File: src/hw/rtl/rcspc_pkg.sv
// shared types and constants for the rc servo pulse capture block
package rcspc_pkg;

	localparam int NUM_CHANNELS_DEF = 4;
	localparam int PIN_BITS         = 4;
	localparam int TIMER_W          = 16;
	localparam int COUNT_W          = 8;
	localparam int CFG_INDEX_W      = 2;
	localparam int CFG_DATA_W       = 16;

	localparam logic [COUNT_W-1:0] ALIVE_THRESHOLD_RST = 8'd5;
	localparam logic [TIMER_W-1:0] CENTER_WIDTH_RST    = 16'd3000;
	localparam logic [TIMER_W-1:0] TIMER_TOP_RST       = 16'd40000;
	localparam logic [TIMER_W-1:0] WRAP_LIMIT_RST      = 16'd10000;

	typedef enum logic {
		REQ_PIN   = 1'b0,
		REQ_CHECK = 1'b1
	} req_t;

	typedef enum logic [CFG_INDEX_W-1:0] {
		CFG_THRESHOLD = 2'd0,
		CFG_CENTER    = 2'd1,
		CFG_TOP       = 2'd2,
		CFG_LIMIT     = 2'd3
	} cfg_idx_t;

	typedef struct packed {
		logic [COUNT_W-1:0] alive_threshold;
		logic [TIMER_W-1:0] center_width;
		logic [TIMER_W-1:0] timer_top;
		logic [TIMER_W-1:0] wrap_limit;
	} cfg_t;

	typedef struct packed {
		logic link_ok;
		logic changed;
		logic up_event;
	} link_t;

endpackage

File: src/hw/rtl/rcspc_lane.sv
// one channel lane: edge detect, width capture, alive count
module rcspc_lane
	import rcspc_pkg::*;
(
	input  logic               clk,
	input  logic               arst_n,
	input  logic               step,
	input  logic               is_check,
	input  logic               level_now,
	input  logic               level_was,
	input  logic [TIMER_W-1:0] tmr,
	input  cfg_t               cfg,
	output logic               ok,
	output logic [TIMER_W-1:0] width_nxt
);

	logic [TIMER_W-1:0] rise_q;
	logic [TIMER_W-1:0] width_q;
	logic [COUNT_W-1:0] count_q;
	logic [TIMER_W-1:0] rise_nxt;
	logic [COUNT_W-1:0] count_nxt;
	logic [TIMER_W-1:0] raw_w;
	logic [TIMER_W-1:0] fix_w;

	always_comb begin
		raw_w     = tmr - rise_q;
		// subtracting 65536 - top is adding top modulo 65536
		fix_w     = (raw_w > cfg.wrap_limit) ? raw_w + cfg.timer_top : raw_w;
		ok        = count_q > cfg.alive_threshold;
		rise_nxt  = rise_q;
		width_nxt = width_q;
		count_nxt = count_q;
		if (is_check) begin
			count_nxt = '0;
			if (!ok) begin
				width_nxt = cfg.center_width;
			end
		end else if (level_now != level_was) begin
			if (level_now) begin
				rise_nxt = tmr;
			end else begin
				width_nxt = fix_w;
				count_nxt = count_q + COUNT_W'(1);
			end
		end
	end

	always_ff @(posedge clk or negedge arst_n) begin
		if (!arst_n) begin
			rise_q  <= '0;
			width_q <= '0;
			count_q <= '0;
		end else if (step) begin
			rise_q  <= rise_nxt;
			width_q <= width_nxt;
			count_q <= count_nxt;
		end
	end

endmodule

File: src/hw/rtl/rcspc_merge.sv
// merging stage: combines lane ok flags into link state
module rcspc_merge
	import rcspc_pkg::*;
#(
	parameter int NUM_CHANNELS = NUM_CHANNELS_DEF
) (
	input  logic                    clk,
	input  logic                    arst_n,
	input  logic                    step,
	input  logic                    is_check,
	input  logic [NUM_CHANNELS-1:0] lane_ok,
	output logic [NUM_CHANNELS-1:0] ok_mask_nxt,
	output link_t                   link_nxt
);

	logic [NUM_CHANNELS-1:0] channel_ok_q;
	logic                    link_prev_q;
	logic                    all_ok;

	always_comb begin
		all_ok = &lane_ok;
		if (is_check) begin
			ok_mask_nxt       = lane_ok;
			link_nxt.link_ok  = all_ok;
			link_nxt.changed  = all_ok != link_prev_q;
			link_nxt.up_event = (all_ok != link_prev_q) && all_ok;
		end else begin
			ok_mask_nxt       = channel_ok_q;
			link_nxt.link_ok  = link_prev_q;
			link_nxt.changed  = 1'b0;
			link_nxt.up_event = 1'b0;
		end
	end

	always_ff @(posedge clk or negedge arst_n) begin
		if (!arst_n) begin
			channel_ok_q <= '0;
			link_prev_q  <= 1'b0;
		end else if (step && is_check) begin
			channel_ok_q <= lane_ok;
			link_prev_q  <= all_ok;
		end
	end

endmodule

File: src/hw/rtl/rc_servo_pulse_capture.sv
// top level of the rc servo pulse capture block
// output: each accepted input word yields a registered result word
// throughput: one input word per cycle; a two-word output buffer keeps input
// ready while one result waits, so input stalls only when both are full
// reset: clears edge, stamp, width, count and link state, loads register defaults
module rc_servo_pulse_capture
	import rcspc_pkg::*;
#(
	parameter int NUM_CHANNELS = NUM_CHANNELS_DEF
) (
	input  logic                   clk,
	input  logic                   arst_n,
	input  logic                   in_valid,
	output logic                   in_ready,
	input  logic                   req_type,
	input  logic [PIN_BITS-1:0]    pin_levels,
	input  logic [TIMER_W-1:0]     timer_value,
	output logic                   out_valid,
	input  logic                   out_ready,
	output logic [TIMER_W-1:0]     width_ch1,
	output logic [TIMER_W-1:0]     width_ch2,
	output logic [TIMER_W-1:0]     width_ch3,
	output logic [TIMER_W-1:0]     width_ch4,
	output logic [PIN_BITS-1:0]    ok_mask,
	output logic                   link_ok,
	output logic                   link_changed,
	output logic                   link_up_event,
	input  logic                   cfg_valid,
	output logic                   cfg_ready,
	input  logic [CFG_INDEX_W-1:0] cfg_index,
	input  logic [CFG_DATA_W-1:0]  cfg_data
);

	cfg_t                                  cfg_q;
	logic [PIN_BITS-1:0]                   prev_levels_q;
	logic                                  accept;
	logic                                  is_check;
	logic [NUM_CHANNELS-1:0]               level_now;
	logic [NUM_CHANNELS-1:0]               level_was;
	logic [NUM_CHANNELS-1:0]               lane_ok;
	logic [NUM_CHANNELS-1:0][TIMER_W-1:0]  width_nxt;
	logic [NUM_CHANNELS-1:0]               ok_mask_nxt;
	link_t                                 link_nxt;

	logic                                  out_valid_q;
	logic [NUM_CHANNELS-1:0][TIMER_W-1:0]  out_width_q;
	logic [NUM_CHANNELS-1:0]               out_mask_q;
	link_t                                 out_link_q;
	logic                                  skid_valid_q;
	logic [NUM_CHANNELS-1:0][TIMER_W-1:0]  skid_width_q;
	logic [NUM_CHANNELS-1:0]               skid_mask_q;
	link_t                                 skid_link_q;

	assign in_ready  = !skid_valid_q;
	assign accept    = in_valid && in_ready;
	assign is_check  = req_type == REQ_CHECK;
	assign cfg_ready = 1'b1;

	always_ff @(posedge clk or negedge arst_n) begin
		if (!arst_n) begin
			cfg_q.alive_threshold <= ALIVE_THRESHOLD_RST;
			cfg_q.center_width    <= CENTER_WIDTH_RST;
			cfg_q.timer_top       <= TIMER_TOP_RST;
			cfg_q.wrap_limit      <= WRAP_LIMIT_RST;
		end else if (cfg_valid && cfg_ready) begin
			case (cfg_idx_t'(cfg_index))
				CFG_THRESHOLD: cfg_q.alive_threshold <= cfg_data[COUNT_W-1:0];
				CFG_CENTER:    cfg_q.center_width    <= cfg_data[TIMER_W-1:0];
				CFG_TOP:       cfg_q.timer_top       <= cfg_data[TIMER_W-1:0];
				CFG_LIMIT:     cfg_q.wrap_limit      <= cfg_data[TIMER_W-1:0];
				default: begin
				end
			endcase
		end
	end

	always_ff @(posedge clk or negedge arst_n) begin
		if (!arst_n) begin
			prev_levels_q <= '0;
		end else if (accept && !is_check) begin
			prev_levels_q <= pin_levels;
		end
	end

	for (genvar ch = 0; ch < NUM_CHANNELS; ch++) begin : g_lane
		// channels beyond the pin bits see a constant low level
		if (ch < PIN_BITS) begin : g_pin
			assign level_now[ch] = pin_levels[ch];
			assign level_was[ch] = prev_levels_q[ch];
		end else begin : g_nopin
			assign level_now[ch] = 1'b0;
			assign level_was[ch] = 1'b0;
		end

		rcspc_lane u_lane (
			.clk       (clk),
			.arst_n    (arst_n),
			.step      (accept),
			.is_check  (is_check),
			.level_now (level_now[ch]),
			.level_was (level_was[ch]),
			.tmr       (timer_value),
			.cfg       (cfg_q),
			.ok        (lane_ok[ch]),
			.width_nxt (width_nxt[ch])
		);
	end

	rcspc_merge #(
		.NUM_CHANNELS (NUM_CHANNELS)
	) u_merge (
		.clk         (clk),
		.arst_n      (arst_n),
		.step        (accept),
		.is_check    (is_check),
		.lane_ok     (lane_ok),
		.ok_mask_nxt (ok_mask_nxt),
		.link_nxt    (link_nxt)
	);

	// output register with skid word
	always_ff @(posedge clk or negedge arst_n) begin
		if (!arst_n) begin
			out_valid_q  <= 1'b0;
			skid_valid_q <= 1'b0;
		end else if (skid_valid_q) begin
			if (out_ready) begin
				out_valid_q  <= 1'b1;
				skid_valid_q <= 1'b0;
			end
		end else if (accept) begin
			if (out_valid_q && !out_ready) begin
				skid_valid_q <= 1'b1;
			end else begin
				out_valid_q <= 1'b1;
			end
		end else if (out_ready) begin
			out_valid_q <= 1'b0;
		end
	end

	always_ff @(posedge clk) begin
		if (skid_valid_q) begin
			if (out_ready) begin
				out_width_q <= skid_width_q;
				out_mask_q  <= skid_mask_q;
				out_link_q  <= skid_link_q;
			end
		end else if (accept) begin
			if (out_valid_q && !out_ready) begin
				skid_width_q <= width_nxt;
				skid_mask_q  <= ok_mask_nxt;
				skid_link_q  <= link_nxt;
			end else begin
				out_width_q <= width_nxt;
				out_mask_q  <= ok_mask_nxt;
				out_link_q  <= link_nxt;
			end
		end
	end

	logic [PIN_BITS-1:0][TIMER_W-1:0] width_port;

	for (genvar k = 0; k < PIN_BITS; k++) begin : g_port
		if (k < NUM_CHANNELS) begin : g_used
			assign width_port[k] = out_width_q[k];
			assign ok_mask[k]    = out_mask_q[k];
		end else begin : g_unused
			assign width_port[k] = '0;
			assign ok_mask[k]    = 1'b0;
		end
	end

	assign out_valid     = out_valid_q;
	assign width_ch1     = width_port[0];
	assign width_ch2     = width_port[1];
	assign width_ch3     = width_port[2];
	assign width_ch4     = width_port[3];
	assign link_ok       = out_link_q.link_ok;
	assign link_changed  = out_link_q.changed;
	assign link_up_event = out_link_q.up_event;

endmodule
File: config.mk
export PLATFORM = sky130hd
export DESIGN_NAME = rc_servo_pulse_capture
export DESIGN_NICKNAME = d
export VERILOG_FILES = /design/src/hw/rtl/rcspc_pkg.sv /design/src/hw/rtl/rcspc_lane.sv /design/src/hw/rtl/rcspc_merge.sv /design/src/hw/rtl/rc_servo_pulse_capture.sv
export SDC_FILE = /design/constraint.sdc
export NUM_CORES = 1
export LEC_CHECK = 0
export BUFFER_PORTS_ARGS = -buffer_cell sky130_fd_sc_hd__buf_2
export CAP_MARGIN = 20
export CORE_UTILIZATION = 40
export CTS_BUF_LIST = sky130_fd_sc_hd__clkbuf_16
export CTS_CLUSTER_DIAMETER = 60
export CTS_CLUSTER_SIZE = 8
export DETAILED_ROUTE_END_ITERATION = 12
export MAX_ROUTING_LAYER = met4
export SETUP_SLACK_MARGIN = 0.3
export SLEW_MARGIN = 20
export SYNTH_ARGS = -nofsm -noshare
export SYNTH_HDL_FRONTEND = slang
export SYNTH_SLANG_ARGS = --single-unit
File: constraint.sdc
create_clock -name clk -period 4.95 [get_ports clk]
set_input_delay 0.7425 -clock clk [delete_from_list [all_inputs] [get_ports clk]]
set_output_delay 0.7425 -clock clk [all_outputs]
set_load 0.02 [all_outputs]
==> impl_metrics.json <==
{
  "slowest_delay_ns": 0.35,
  "die_width_um": 248,
  "rsz0062_at_grt": "yes",
  "grt_use_total": 0.263,
  "wl_per_cell_um": 22.1,
  "finClkSkew_ns": 0.0273,
  "grt_overflow": 0,
  "grt_max_degree": 107,
  "drt-initial-drc-count": 1546,
  "max_freq_mhz": 216,
  "avgSynthCellArea_um2": 10.4,
  "p_per_area_mw_per_mm2": 799,
  "synth-edff-count": 142,
  "grt_pass1_wl_um": 119000,
  "finalCritPeriodShare": 0.935,
  "status": "complete, no violations",
  "fin_crit_ns": 4.63,
  "cp_top_family": "compound AO/OA/AOI/OAI gates",
  "end_kind": "flop",
  "area_delta_synth_final_pct": 28.1,
  "relSlewSlack": 0.232,
  "synth_top_flop_cell": "dfrtp_1",
  "io_pins": 118,
  "hold_violations": 0,
  "peakVddDrop_uv": 373,
  "slew_viol_final": 0,
  "critPathMaxFanout": 8,
  "worstHoldPathType": "in2async",
  "routed-via-count": 20200,
  "viasPerCell": 5.62,
  "cts_max_path_buffers": 3,
  "crit_buf_inv": 7,
  "dr.pass1.iters": 5,
  "numCtsBuffers": 56,
  "fin_cells": 3601,
  "drc": 0,
  "grt_pass1_vias": 19500,
  "synth.distinct_cells": 81,
  "p_leak_nw": 14.5,
  "worstPathArrival_ns": 5.01,
  "drive_above_1_share": 0.326,
  "antenna_found_initial": 1,
  "io_buffers": 116,
  "fillers": 5346,
  "cts_tree": "done",
  "layout_commonest_cell": "buf_4",
  "worstPathRequired_ns": 5.33,
  "final_cell_mix": "buf_4 (321), ha_1 (215), dfrtp_1 (208)",
  "cp_cell_sequence": "buf_8 -> clkinvlp_4 -> buf_4 -> buf_6 -> buf_6 -> ha_4 -> inv_2 -> fa_2 -> a211oi_2 -> o21bai_2 -> a211oi_2 -> o31a_1 -> nor3_2 -> a211o_1 -> ha_4 -> a21oi_2 -> nor2b_1 -> a2111oi_2 -> a211o_2 -> buf_12 -> mux2i_4 -> o22ai_1 -> a21o_1 -> mux2_2",
  "async_reset_ff_frac": 0.615,
  "clock_sinks": 369,
  "dieArea_mm2": 0.0617,
  "worstMarginPinSlew_ns": 1.15,
  "ff2ff_setup_slack_ns": 0.44,
  "final_antenna_net_count": 0,
  "yosys.area_share.simple": 0.103,
  "cts_hold_buf": 0,
  "synth_mux_area_frac": 0.132,
  "critical_path_class": "in2reg",
  "critPathSlowestCell": "fa_2",
  "multi_input_area_mm2": 0.0145,
  "clk_latency_ns": 0.63,
  "drt_wl_total_um": 79600,
  "synthesis.area_mm2": 0.0243,
  "die_y_um": 248,
  "cap_violations": 0,
  "post-dp-hpwl_um": 59600,
  "finalSetupTns_ns": 0,
  "antennaDiodeCount": 0,
  "synthXorXnorAreaFrac": 0.0422,
  "placed_cells": 3452,
  "root_buffer": "clkbuf_16",
  "place.gp.congestion": 0.925,
  "synth_fp_nets": 2609,
  "initial_utilization": 0.408,
  "yosys_warnings": 0,
  "ff_latch_area_mm2": 0.00997,
  "synth_top_family_by_area": "compound AO/OA/AOI/OAI gates",
  "startpoint_type": "primary input",
  "synth_compound_area_frac": 0.156,
  "clk_pin_slew_ns": 0.05,
  "final-setup-viol-count": 0,
  "yosys.area_share.adder": 0.123,
  "core-area_mm2": 0.0595,
  "synthCells": 2332,
  "ys_ff_latch": 369,
  "htreeDepth": 2,
  "ys_seq_area_frac": 0.411,
  "final_nets": 3058,
  "num_rows": 89
}
-- worst paths after layout --
check | depth (start not counted) | to | from
worst max register to register | 21 | width_ch1[2]$_DFFE_PP_ | g_lane[0].u_lane.rise_q[1]$_DFFE_PN0P_
min in group clk | 2 | skid_valid_q$_DFF_PN0_ | out_ready
worst max-delay path | 24 | width_ch4[5]$_DFFE_PP_ | timer_value[0]
worst min-delay path | 1 | g_lane[3].u_lane.rise_q[12]$_DFFE_PN0P_ | arst_n
worst min register to register | 2 | u_merge.channel_ok_q[2]$_DFFE_PN0P_ | u_merge.channel_ok_q[2]$_DFFE_PN0P_
max in group asynchronous | 2 | u_merge.link_prev_q$_DFFE_PN0P_ | arst_n
-- final cells by class --
class                      instances  area share
multi-input combinational       1752       0.465
sequential                       369       0.321
timing repair buffer             465       0.112
clock buffer                      56      0.0451
tap                              773      0.0311
inverter                         137      0.0167
clock inverter                    49     0.00869
-- cell usage after synthesis (all sizes together) (6+ instances only) --
cell type / n / area share
a31oi: 23 / 0.0059
xor2: 59 / 0.021
inv: 136 / 0.021
dfrtp: 208 / 0.21
nand2: 185 / 0.029
nor2b: 26 / 0.0067
a211o: 8 / 0.0029
o211a: 6 / 0.0025
o221ai: 8 / 0.0029
nand4: 30 / 0.0077
dfstp: 19 / 0.021
nand2b: 16 / 0.0041
clkbuf: 58 / 0.0090
fa: 8 / 0.0066
nor2: 126 / 0.019
a221oi: 10 / 0.0036
nand3b: 9 / 0.0028
o21a: 18 / 0.0056
and3: 24 / 0.0062
o22ai: 22 / 0.0057
or2: 8 / 0.0021
or3: 16 / 0.0043
a21oi: 127 / 0.027
a22o: 19 / 0.0069
o31ai: 9 / 0.0028
o31a: 7 / 0.0025
nor4: 8 / 0.0021
mux2: 200 / 0.093
nand3: 37 / 0.0076
a21o: 57 / 0.018
xnor2: 58 / 0.021
o22a: 14 / 0.0051
mux2i: 94 / 0.039
o21bai: 17 / 0.0053
a211oi: 21 / 0.0065
ha: 225 / 0.12
o21ai: 151 / 0.031
edfxtp: 142 / 0.18
o211ai: 13 / 0.0040
buf: 16 / 0.0035
nor3: 31 / 0.0064
-- state kept, by name, indices dropped and copies added, names as in the netlist --
signal and count:
skid_valid_q 1, skid_width_q 64, link_up_event 1, g_lane.u_lane.width_q 64
width_ch2 16, cfg_q 56, width_ch3 16, g_lane.u_lane.count_q 32
level_was 4, link_changed 1, out_valid 1, skid_link_q 3
width_ch4 16, u_merge.channel_ok_q 4, width_ch1 16, ok_mask 4
g_lane.u_lane.rise_q 64, link_ok 1, u_merge.link_prev_q 1, skid_mask_q 4
-- kinds of logic after synthesis --
logic type | count (synthesis)
AO/OA/AOI/OAI | 576
AND/OR/NAND/NOR | 531
adder cells (fa/ha/maj) | 233
XOR/XNOR | 117
flip-flops | 369
other | 1
buffers and inverters | 211
multiplexers | 294
-- repair_timing --
item                       in CTS  in global routing
setup endpoints to repair      60                119
pin swaps                       3                 60
resized for setup              32                178
buffers inserted                3                 35
gates cloned                    0                  5
-- worst reg2reg max path: stages, from the launching register on --
cell,delay (ns)
dfrtp_1,0.38
inv_1,0.10
ha_1,0.23
nor2b_1,0.14
o31a_1,0.28
buf_4,0.16
o21ai_1,0.19
buf_4,0.14
xnor2_1,0.07
buf_4,0.16
ha_1,0.30
and3_4,0.19
o21a_1,0.13
o31ai_2,0.07
a211o_1,0.30
a21oi_4,0.31
buf_12,0.18
mux2i_1,0.30
buf_4,0.18
o21ai_0,0.06
o21ai_0,0.20
o21ai_1,0.15
-- per-stage QoR --
| step | util | cell area, um^2 | hold WS [ns] | power, mW | setup WS (ns) |
|---|---|---|---|---|---|
| floorplan | - | 24300 | 0.447 | 12.7 | 0.303 |
| global placement | 0.470 | 28000 | 0.462 | 18.4 | -0.694 |
| detailed placement | 0.470 | 28000 | 0.471 | 18.7 | -0.667 |
| CTS | 0.501 | 29800 | 0.239 | 22.6 | 0.303 |
| global route | 0.523 | 31100 | 0.261 | 26.4 | 0.112 |
| finish | 0.523 | 31100 | 0.209 | 24.8 | 0.320 |
-- routing by layer --
metal / wire length (um) / GRT usage
met5: 0 / -
met3: 4000 / 0.0287
met2: 36500 / 0.404
met4: 2270 / 0.0846
met1: 36800 / 0.362
-- report_power, final --
group / total [mW] / internal [mW] / switching [mW]
registers: 4.75 / 4.11 / 0.638
clock network: 3.54 / 2.09 / 1.46
logic: 16.5 / 8.12 / 8.42
total: 24.8 / 14.3 / 10.5
(Power assumes the default switching activity.)
